[src/hw/rtl/u16u8_pkg.sv]
// Shared types, constants and the code point encoder for the UTF-16/Latin-1 to UTF-8 unit.
package u16u8_pkg;

  localparam int unsigned JobBytes  = 6;
  localparam int unsigned CountW    = 3;
  localparam int unsigned BmpBytes  = 3;

  localparam logic [5:0] SurrHighTag = 6'b110110;
  localparam logic [5:0] SurrLowTag  = 6'b110111;
  localparam logic [10:0] PlaneOffset = 11'h040;

  localparam logic [7:0] LeadTwo   = 8'hC0;
  localparam logic [7:0] LeadThree = 8'hE0;
  localparam logic [7:0] LeadFour  = 8'hF0;
  localparam logic [7:0] ContTag   = 8'h80;

  // Encoded form of one code point of the basic plane: one to three bytes.
  typedef struct packed {
    logic [BmpBytes-1:0][7:0] b;
    logic [1:0]               n;
  } bmp_seq_t;

  // All the bytes that one accepted word gives, in output order from entry 0.
  typedef struct packed {
    logic [JobBytes-1:0][7:0] bytes;
    logic [CountW-1:0]        count;
    logic                     eos;
  } job_t;

  function automatic bmp_seq_t enc_bmp(input logic [15:0] cp);
    bmp_seq_t s;
    s = '0;
    if (cp[15:7] == 9'd0) begin
      s.b[0] = cp[7:0];
      s.n    = 2'd1;
    end else if (cp[15:11] == 5'd0) begin
      s.b[0] = LeadTwo | {3'b000, cp[10:6]};
      s.b[1] = ContTag | {2'b00, cp[5:0]};
      s.n    = 2'd2;
    end else begin
      s.b[0] = LeadThree | {4'b0000, cp[15:12]};
      s.b[1] = ContTag | {2'b00, cp[11:6]};
      s.b[2] = ContTag | {2'b00, cp[5:0]};
      s.n    = 2'd3;
    end
    return s;
  endfunction

endpackage

[src/hw/rtl/u16u8_front.sv]
// Front end: takes input words, pairs surrogates and builds at most one byte job per word.
module u16u8_front (
  input  logic              clk_i,
  input  logic              rst_ni,
  input  logic              accept_i,
  input  logic              mode_i,
  input  logic [15:0]       code_unit_i,
  input  logic              last_unit_i,
  output logic              push_o,
  output u16u8_pkg::job_t   job_o
);

  logic                    held_valid_q, held_valid_d;
  logic [9:0]              held_bits_q, held_bits_d;
  logic                    is_high, is_low, cur_emits;
  logic [15:0]             cur_cp;
  logic [20:0]             pair_cp;
  u16u8_pkg::bmp_seq_t     cur_seq, held_seq;

  always_comb begin
    is_high   = !mode_i && (code_unit_i[15:10] == u16u8_pkg::SurrHighTag);
    is_low    = !mode_i && (code_unit_i[15:10] == u16u8_pkg::SurrLowTag);
    cur_cp    = mode_i ? {8'h00, code_unit_i[7:0]} : code_unit_i;
    cur_seq   = u16u8_pkg::enc_bmp(cur_cp);
    held_seq  = u16u8_pkg::enc_bmp({u16u8_pkg::SurrHighTag, held_bits_q});
    cur_emits = !(is_high && !last_unit_i);
    // The plane offset adds straight onto the high ten bits of the pair.
    pair_cp   = {({1'b0, held_bits_q} + u16u8_pkg::PlaneOffset), code_unit_i[9:0]};

    job_o     = '0;
    job_o.eos = last_unit_i;
    if (held_valid_q && is_low) begin
      job_o.bytes[0] = u16u8_pkg::LeadFour | {5'd0, pair_cp[20:18]};
      job_o.bytes[1] = u16u8_pkg::ContTag | {2'b00, pair_cp[17:12]};
      job_o.bytes[2] = u16u8_pkg::ContTag | {2'b00, pair_cp[11:6]};
      job_o.bytes[3] = u16u8_pkg::ContTag | {2'b00, pair_cp[5:0]};
      job_o.count    = 3'd4;
    end else if (held_valid_q) begin
      // Unpaired surrogate goes out first, then whatever this word gives.
      job_o.bytes[0] = held_seq.b[0];
      job_o.bytes[1] = held_seq.b[1];
      job_o.bytes[2] = held_seq.b[2];
      if (cur_emits) begin
        job_o.bytes[3] = cur_seq.b[0];
        job_o.bytes[4] = cur_seq.b[1];
        job_o.bytes[5] = cur_seq.b[2];
        job_o.count    = 3'd3 + {1'b0, cur_seq.n};
      end else begin
        job_o.count    = 3'd3;
      end
    end else if (cur_emits) begin
      job_o.bytes[0] = cur_seq.b[0];
      job_o.bytes[1] = cur_seq.b[1];
      job_o.bytes[2] = cur_seq.b[2];
      job_o.count    = {1'b0, cur_seq.n};
    end

    push_o = accept_i && (job_o.count != 3'd0);

    held_valid_d = held_valid_q;
    held_bits_d  = held_bits_q;
    if (accept_i) begin
      held_valid_d = is_high && !last_unit_i && !(held_valid_q && is_low);
      held_bits_d  = held_valid_d ? code_unit_i[9:0] : 10'd0;
    end
  end

  always_ff @(posedge clk_i or negedge rst_ni) begin
    if (!rst_ni) begin
      held_valid_q <= 1'b0;
      held_bits_q  <= 10'd0;
    end else begin
      held_valid_q <= held_valid_d;
      held_bits_q  <= held_bits_d;
    end
  end

endmodule

[src/hw/rtl/u16u8_queue.sv]
// Short job queue between the front end and the byte serialiser.
module u16u8_queue #(
  parameter int unsigned Depth = 2
) (
  input  logic              clk_i,
  input  logic              rst_ni,
  input  logic              push_i,
  input  u16u8_pkg::job_t   push_job_i,
  output logic              full_o,
  input  logic              pop_i,
  output logic              head_valid_o,
  output u16u8_pkg::job_t   head_job_o
);

  localparam int unsigned PtrW = (Depth > 1) ? $clog2(Depth) : 1;
  localparam int unsigned CntW = $clog2(Depth + 1);

  u16u8_pkg::job_t   mem_q [Depth];
  logic [PtrW-1:0]   wr_ptr_q, wr_ptr_d, rd_ptr_q, rd_ptr_d;
  logic [CntW-1:0]   cnt_q, cnt_d;
  logic              do_push, do_pop;

  always_comb begin
    full_o       = (cnt_q == CntW'(Depth));
    head_valid_o = (cnt_q != '0);
    head_job_o   = mem_q[rd_ptr_q];
    do_push      = push_i && !full_o;
    do_pop       = pop_i && head_valid_o;

    wr_ptr_d = wr_ptr_q;
    rd_ptr_d = rd_ptr_q;
    if (do_push) begin
      wr_ptr_d = (wr_ptr_q == PtrW'(Depth - 1)) ? '0 : wr_ptr_q + 1'b1;
    end
    if (do_pop) begin
      rd_ptr_d = (rd_ptr_q == PtrW'(Depth - 1)) ? '0 : rd_ptr_q + 1'b1;
    end
    cnt_d = cnt_q;
    if (do_push && !do_pop) begin
      cnt_d = cnt_q + 1'b1;
    end else if (do_pop && !do_push) begin
      cnt_d = cnt_q - 1'b1;
    end
  end

  always_ff @(posedge clk_i or negedge rst_ni) begin
    if (!rst_ni) begin
      wr_ptr_q <= '0;
      rd_ptr_q <= '0;
      cnt_q    <= '0;
    end else begin
      wr_ptr_q <= wr_ptr_d;
      rd_ptr_q <= rd_ptr_d;
      cnt_q    <= cnt_d;
    end
  end

  always_ff @(posedge clk_i) begin
    if (do_push) begin
      mem_q[wr_ptr_q] <= push_job_i;
    end
  end

endmodule

[src/hw/rtl/u16u8_back.sv]
// Back end: sends the head job's bytes through an output register, one per cycle unless the output stalls.
module u16u8_back (
  input  logic              clk_i,
  input  logic              rst_ni,
  input  logic              head_valid_i,
  input  u16u8_pkg::job_t   head_job_i,
  output logic              pop_o,
  output logic              out_valid_o,
  input  logic              out_ready_i,
  output logic [7:0]        out_byte_o,
  output logic              out_last_o,
  output logic              out_eos_o
);

  logic                          valid_q, valid_d;
  logic [7:0]                    byte_q;
  logic                          last_q, eos_q;
  logic [u16u8_pkg::CountW-1:0]  idx_q, idx_d;
  logic                          load, fin;

  always_comb begin
    load    = head_valid_i && (!valid_q || out_ready_i);
    fin     = (idx_q == head_job_i.count - 1'b1);
    pop_o   = load && fin;
    idx_d   = idx_q;
    if (load) begin
      idx_d = fin ? '0 : idx_q + 1'b1;
    end
    valid_d = valid_q;
    if (load) begin
      valid_d = 1'b1;
    end else if (out_ready_i) begin
      valid_d = 1'b0;
    end
  end

  always_ff @(posedge clk_i or negedge rst_ni) begin
    if (!rst_ni) begin
      valid_q <= 1'b0;
      idx_q   <= '0;
    end else begin
      valid_q <= valid_d;
      idx_q   <= idx_d;
    end
  end

  always_ff @(posedge clk_i) begin
    if (load) begin
      byte_q <= head_job_i.bytes[idx_q];
      last_q <= fin;
      eos_q  <= fin && head_job_i.eos;
    end
  end

  assign out_valid_o = valid_q;
  assign out_byte_o  = byte_q;
  assign out_last_o  = last_q;
  assign out_eos_o   = eos_q;

endmodule

[src/hw/rtl/utf16_latin1_to_utf8_transcoder_unit.sv]
// Top level of the UTF-16LE / Latin-1 to UTF-8 transcoder.
//
// Each input word carries one UTF-16LE code unit (tuser = 0) or one Latin-1 byte in the
// low eight bits of tdata (tuser = 1), with tlast marking the final unit of a string.
// The unit sends the UTF-8 bytes for each word, one byte per output word and one per
// cycle at most; output tlast marks the final byte caused by an input word and output
// tuser marks the final byte of a whole string. A high surrogate that is not the final
// unit is held back and produces nothing on its own; if the next word is a low surrogate
// the pair goes out as one four-byte sequence, otherwise the held surrogate is sent as
// three bytes followed by the bytes of the new word. Lone low surrogates and a high
// surrogate in the final position are sent as three bytes each. A word therefore causes
// from none up to six output bytes, typically one to three. The front end classifies
// and encodes a word in the cycle it is accepted and parks the result in a queue of
// QueueDepth entries, so a new word is taken while earlier bytes are still going out,
// and input stalls only when that queue is full. The first byte of an accepted word
// passes through its queue entry and then the back end's output register before it
// appears on the output.
module utf16_latin1_to_utf8_transcoder_unit #(
  parameter int unsigned QueueDepth = 2
) (
  input  logic        clk_i,
  input  logic        rst_ni,
  // Input stream
  input  logic        s_axis_tvalid_i,
  output logic        s_axis_tready_o,
  input  logic [15:0] s_axis_tdata_i,   // [15:0] code_unit
  input  logic        s_axis_tuser_i,   // [0] mode: 0 UTF-16LE, 1 Latin-1
  input  logic        s_axis_tlast_i,   // last_unit
  // Output stream
  output logic        m_axis_tvalid_o,
  input  logic        m_axis_tready_i,
  output logic [7:0]  m_axis_tdata_o,   // [7:0] out_byte
  output logic        m_axis_tuser_o,   // [0] end_of_string
  output logic        m_axis_tlast_o    // last_of_run
);

  logic              accept;
  logic              push;
  logic              queue_full;
  logic              pop;
  logic              head_valid;
  u16u8_pkg::job_t   new_job;
  u16u8_pkg::job_t   head_job;

  // The front end never waits on the back end directly: only a full queue stalls input.
  assign s_axis_tready_o = !queue_full;
  assign accept          = s_axis_tvalid_i && s_axis_tready_o;

  u16u8_front u_front (
    .clk_i       (clk_i),
    .rst_ni      (rst_ni),
    .accept_i    (accept),
    .mode_i      (s_axis_tuser_i),
    .code_unit_i (s_axis_tdata_i),
    .last_unit_i (s_axis_tlast_i),
    .push_o      (push),
    .job_o       (new_job)
  );

  u16u8_queue #(
    .Depth (QueueDepth)
  ) u_queue (
    .clk_i        (clk_i),
    .rst_ni       (rst_ni),
    .push_i       (push),
    .push_job_i   (new_job),
    .full_o       (queue_full),
    .pop_i        (pop),
    .head_valid_o (head_valid),
    .head_job_o   (head_job)
  );

  u16u8_back u_back (
    .clk_i        (clk_i),
    .rst_ni       (rst_ni),
    .head_valid_i (head_valid),
    .head_job_i   (head_job),
    .pop_o        (pop),
    .out_valid_o  (m_axis_tvalid_o),
    .out_ready_i  (m_axis_tready_i),
    .out_byte_o   (m_axis_tdata_o),
    .out_last_o   (m_axis_tlast_o),
    .out_eos_o    (m_axis_tuser_o)
  );

endmodule
[config.mk]
export PLATFORM = sky130hd
export DESIGN_NAME = utf16_latin1_to_utf8_transcoder_unit
export DESIGN_NICKNAME = d
export VERILOG_FILES = /design/src/hw/rtl/u16u8_pkg.sv /design/src/hw/rtl/u16u8_front.sv /design/src/hw/rtl/u16u8_queue.sv /design/src/hw/rtl/u16u8_back.sv /design/src/hw/rtl/utf16_latin1_to_utf8_transcoder_unit.sv
export SDC_FILE = /design/constraint.sdc
export NUM_CORES = 1
export LEC_CHECK = 0
export ABC_AREA = 1
export BUFFER_PORTS_ARGS = -buffer_cell sky130_fd_sc_hd__buf_2
export CORE_MARGIN = 2
export CORE_UTILIZATION = 55
export DETAILED_ROUTE_END_ITERATION = 8
export GPL_TIMING_DRIVEN = 0
export PLACE_DENSITY = 0.74
export SLEW_MARGIN = 20
export SYNTH_ARGS = -nofsm -noshare
export SYNTH_HDL_FRONTEND = slang
export SYNTH_SLANG_ARGS = --single-unit
[constraint.sdc]
create_clock -name clk_i -period 3.25 [get_ports clk_i]
set_input_delay 0.1625 -clock clk_i [delete_from_list [all_inputs] [get_ports clk_i]]
set_output_delay 0.1625 -clock clk_i [all_outputs]
set_load 0.05 [all_outputs]
==> results.py <==
metrics = {
    "grt": {
        "gr-usage-met1_pct": 37.0,
        "grt_max_degree": 26,
        "grtUsageTotal_pct": 27.6,
        "grt_overflow": 0,
        "grt_pass1_vias": 4177,
        "grt_util_met2_pct": 43.9,
        "grt-busiest-layer": "met2",
        "met3_usage_pct": 5.23,
        "antenna_found_initial": 0,
        "grt_pass1_wl_mm": 22.8,
    },
    "critical_path": {
        "worstPathArrival_ns": 3.35,
        "max_stage_delay_ns": 0.48,
        "r2r_start": "u_queue.rd_ptr_q$_DFFE_PN0P_",
        "crit_path_start": "u_queue.rd_ptr_q$_DFFE_PN0P_",
        "path_cells": "buf_4 > buf_2 > mux2i_1 > ha_1 > xnor2_1 > xor2_1 > nand3_2 > inv_2 > nand2_2 > ha_1 > a21oi_1 > o21ai_0 > xor2_1",
        "required_ns": 3.65,
        "end_kind": "flop",
        "worstPathMaxFanout": 10,
        "cpMaxStageDelayCell": "dfrtp_1",
        "crit_family": "buffers and inverters",
        "start_kind": "flop",
        "crit_type": "flop to flop",
        "cp.buffers_inverters": 3,
    },
    "power": {
        "switching_share_pct": 36.9,
        "leakage_nw": 2.69,
        "powerDensity_nw_per_um2": 895,
        "p_comb_share_pct": 33.9,
        "seqPwrFrac_pct": 38.9,
        "p_switching_mw": 2.25,
        "fin_total_pwr_mw": 6.09,
        "p_int_mw": 3.84,
        "clkPwrFrac_pct": 27.2,
        "ir_drop_v": 0.000558,
    },
    "logic_synthesis": {
        "async_reset_ff_share_pct": 15.2,
        "postSynthNetCount": 552,
        "synth-seq-cells": 125,
        "syn_area_um2": 5790,
        "synth.distinct_cells": 39,
        "avgSynthCellArea_um2": 11.0,
        "synthCells": 526,
        "synthFlopType": "edfxtp_1",
        "ys_seq_area_share_pct": 63.1,
        "ys.warnings.count": 0,
        "synth_edf_count": 106,
    },
    "floorplan": {
        "num_io_pins": 34,
        "die_w_um": 107,
        "die-area_um2": 11400,
        "initial_core_util_pct": 56.4,
        "die_h_um": 107,
        "rows": 37,
        "coreArea_um2": 10300,
    },
    "clock_network": {
        "worstSkewPairLatency_ns": 0.52,
        "cts_resized": 0,
        "clockRootBuffer": "clkbuf_8",
        "htree_levels": 4,
        "cts_tree": "built",
        "numClockSinks": 125,
        "cts_buffer_depth": 2,
        "numCtsBuffers": 17,
        "path_clk_slew_ns": 0.06,
    },
    "status": {
        "status": "finished clean",
    },
    "timing": {
        "worst_pin_slew_ns": 1.00,
        "max_freq_mhz": 338,
        "finalClockSkew_ns": 0.00710,
        "setup_ws_ns": 0.294,
        "rsz0062_at_grt": "false",
        "slew_violations": 0,
        "hold_violations": 0,
        "relSlewSlack_pct": 33.1,
        "period_minus_slack_ns": 2.96,
        "period_share_pct": 91.0,
        "setup_violations": 0,
    },
    "placement": {
        "portBuffers": 33,
        "dp_slack_ns": 0.315,
        "place.gp.congestion": 0.920,
        "dpl.hpwl_mm": 10.4,
    },
    "routing": {
        "ant_nets": 0,
        "drt_first_pass_iters": 7,
        "totalWireLength_mm": 14.7,
        "dr.first_iter.drc_count": 431,
        "drc_errors": 0,
        "wl_per_cell_um": 19.9,
        "vias_per_cell": 6.01,
        "via_count": 4429,
    },
    "finish": {
        "drive_gt1_share_pct": 20.3,
        "antenna_cells": 0,
        "nNetsFinal": 614,
        "area_growth_pct": 17.4,
    },
    "min_path": {
        "min_from": "s_axis_tdata_i[7]",
        "hp-class": "input pin to flop",
    },
    "flow_run": {
        "drv_cap": 0,
    },
}
==> final timing paths <==
path                                                      end  slack [ns]  cells past startpoint
max                              u_queue.cnt_q[1]$_DFFE_PN0P_        0.29                     13
min                        u_front.held_bits_q[7]$_DFFE_PN0P_        0.02                      3
max reg2reg                      u_queue.cnt_q[1]$_DFFE_PN0P_        0.29                     13
min reg2reg                      u_queue.cnt_q[0]$_DFFE_PN0P_        0.47                      1
max in group asynchronous         u_back.idx_q[2]$_DFFE_PN0P_        2.77                      2
min in group asynchronous        u_queue.cnt_q[1]$_DFFE_PN0P_        0.13                      2
==> area by class of cell <==
type	instances	area, um2
Clock inverter	9	71.3
Inverter	52	195
Fill cell	776	3480
Sequential cell	125	3660
Multi-Input combinational cell	323	1790
Clock buffer	23	447
Tap cell	136	170
Buffer	26	161
Timing Repair Buffer	43	303
==> routing by layer <==
layer | wire, um | part of all wire (%) | up-vias
li1 | - | - | 2003
met1 | 5810 | 40 | 2124
met2 | 7190 | 49 | 267
met3 | 1280 | 8.7 | 35
met4 | 414 | 2.8 | 0
met5 | 0 | 0 | -
==> registers in the layout, indices dropped and copies added, names as in the netlist <==
| register | count |
|---|---|
| u_queue.wr_ptr_q | 1 |
| u_back.idx_q | 3 |
| u_back.out_byte_o | 8 |
| u_queue.mem_q | 96 |
| u_back.out_last_o | 1 |
| u_front.held_valid_q | 1 |
| u_queue.cnt_q | 2 |
| u_queue.rd_ptr_q | 1 |
| u_front.held_bits_q | 10 |
| u_back.out_eos_o | 1 |
| u_back.out_valid_o | 1 |
==> cells by family (layout without fill, tap and decap cells) <==
logic type	after synthesis	after routing	synth area share, %
AND/OR/NAND/NOR	181	181	14.6
AO/OA/AOI/OAI	128	128	13.7
flip-flops	125	125	63.1
buffers and inverters	78	153	6.15
XOR/XNOR	9	9	1.36
adder cells (fa/ha/maj)	4	4	0.864
multiplexers	1	1	0.173
==> cells in the mapped netlist (3+ instances only) <==
| master | count | area share, % |
|---|---|---|
| nor2_4 | 3 | 0.58 |
| o22ai_1 | 24 | 2.6 |
| o21ai_1 | 11 | 0.95 |
| buf_6 | 5 | 0.97 |
| edfxtp_1 | 106 | 55 |
| nand2_2 | 11 | 1.2 |
| nand3_1 | 26 | 2.2 |
| dfrtp_1 | 19 | 8.2 |
| buf_4 | 4 | 0.52 |
| nand2_1 | 61 | 4.0 |
| clkbuf_1 | 8 | 0.52 |
| a22oi_1 | 6 | 0.78 |
| o21ai_0 | 50 | 4.3 |
| a21oi_2 | 3 | 0.45 |
| inv_2 | 10 | 0.65 |
| nor2_1 | 68 | 4.4 |
| a21oi_1 | 5 | 0.43 |
| nand3_2 | 3 | 0.52 |
| o221ai_1 | 15 | 2.3 |
| buf_2 | 9 | 0.78 |
| inv_1 | 41 | 2.7 |
| o211ai_1 | 6 | 0.78 |
| o21ai_2 | 4 | 0.60 |
| ha_1 | 4 | 0.86 |
| xor2_1 | 7 | 1.1 |
==> through the flow <==
stage / util, % / instances / hold WS [ns] / instance area [um2] / setup TNS [ns]
3_3_place_gp: 59.7 / 695 / 0.140 / 6130 / -13.38
5_1_grt: 66.2 / 737 / 0.0230 / 6800 / 0
6_report: 66.2 / 737 / 0.0211 / 6800 / 0
4_1_cts: 66.2 / 737 / 0.00140 / 6800 / 0
2_1_floorplan: - / 526 / -0.133 / 5800 / 0
3_5_place_dp: 60.4 / 698 / 0.148 / 6210 / 0
==> worst register-to-register path, delay by kind of cell, from the launching register on <==
kind                     cells  cell delay, ns
XOR/XNOR                     3            0.48
buffers and inverters        3            0.60
adder cells (fa/ha/maj)      2            0.56
multiplexers                 1            0.22
AO/OA/AOI/OAI                2            0.22
flip-flops                   1            0.48
AND/OR/NAND/NOR              2            0.27
==> repair_timing <==
item / in CTS / in global routing
hold buffers: 7 / 0
setup buffers: 0 / 0
endpoints found under the setup margin: 0 / 0
endpoints found under the hold margin: 26 / 0
==> cell usage in the layout (no fill, tap or decap), drive strengths merged, types with 2 or more instances in the layout <==
cell,netlist,layout
ha,4,4
dfrtp,19,19
clkinv,1,8
nand3,30,30
a22oi,6,6
dlygate4sd3,0,7
xnor2,2,2
edfxtp,106,106
nand4,2,2
o221ai,15,15
o21ai,65,65
o211ai,6,6
o22ai,24,24
clkbuf,8,31
a21boi,2,2
inv,51,51
buf,18,54
nand2,73,73
xor2,7,7
nor2,73,73
a21oi,8,8
nor4,2,2
==> power groups by stage <==
stage	sequential, mW	combinational, mW	clock [mW]
3_5_place_dp	2.39	2.03	0
6_report	2.37	2.06	1.66
4_1_cts	2.37	2.04	1.66
5_1_grt	2.40	2.23	1.73
2_1_floorplan	2.62	1.15	0
3_3_place_gp	2.40	1.92	0
Power figures use the tool's default switching activity.
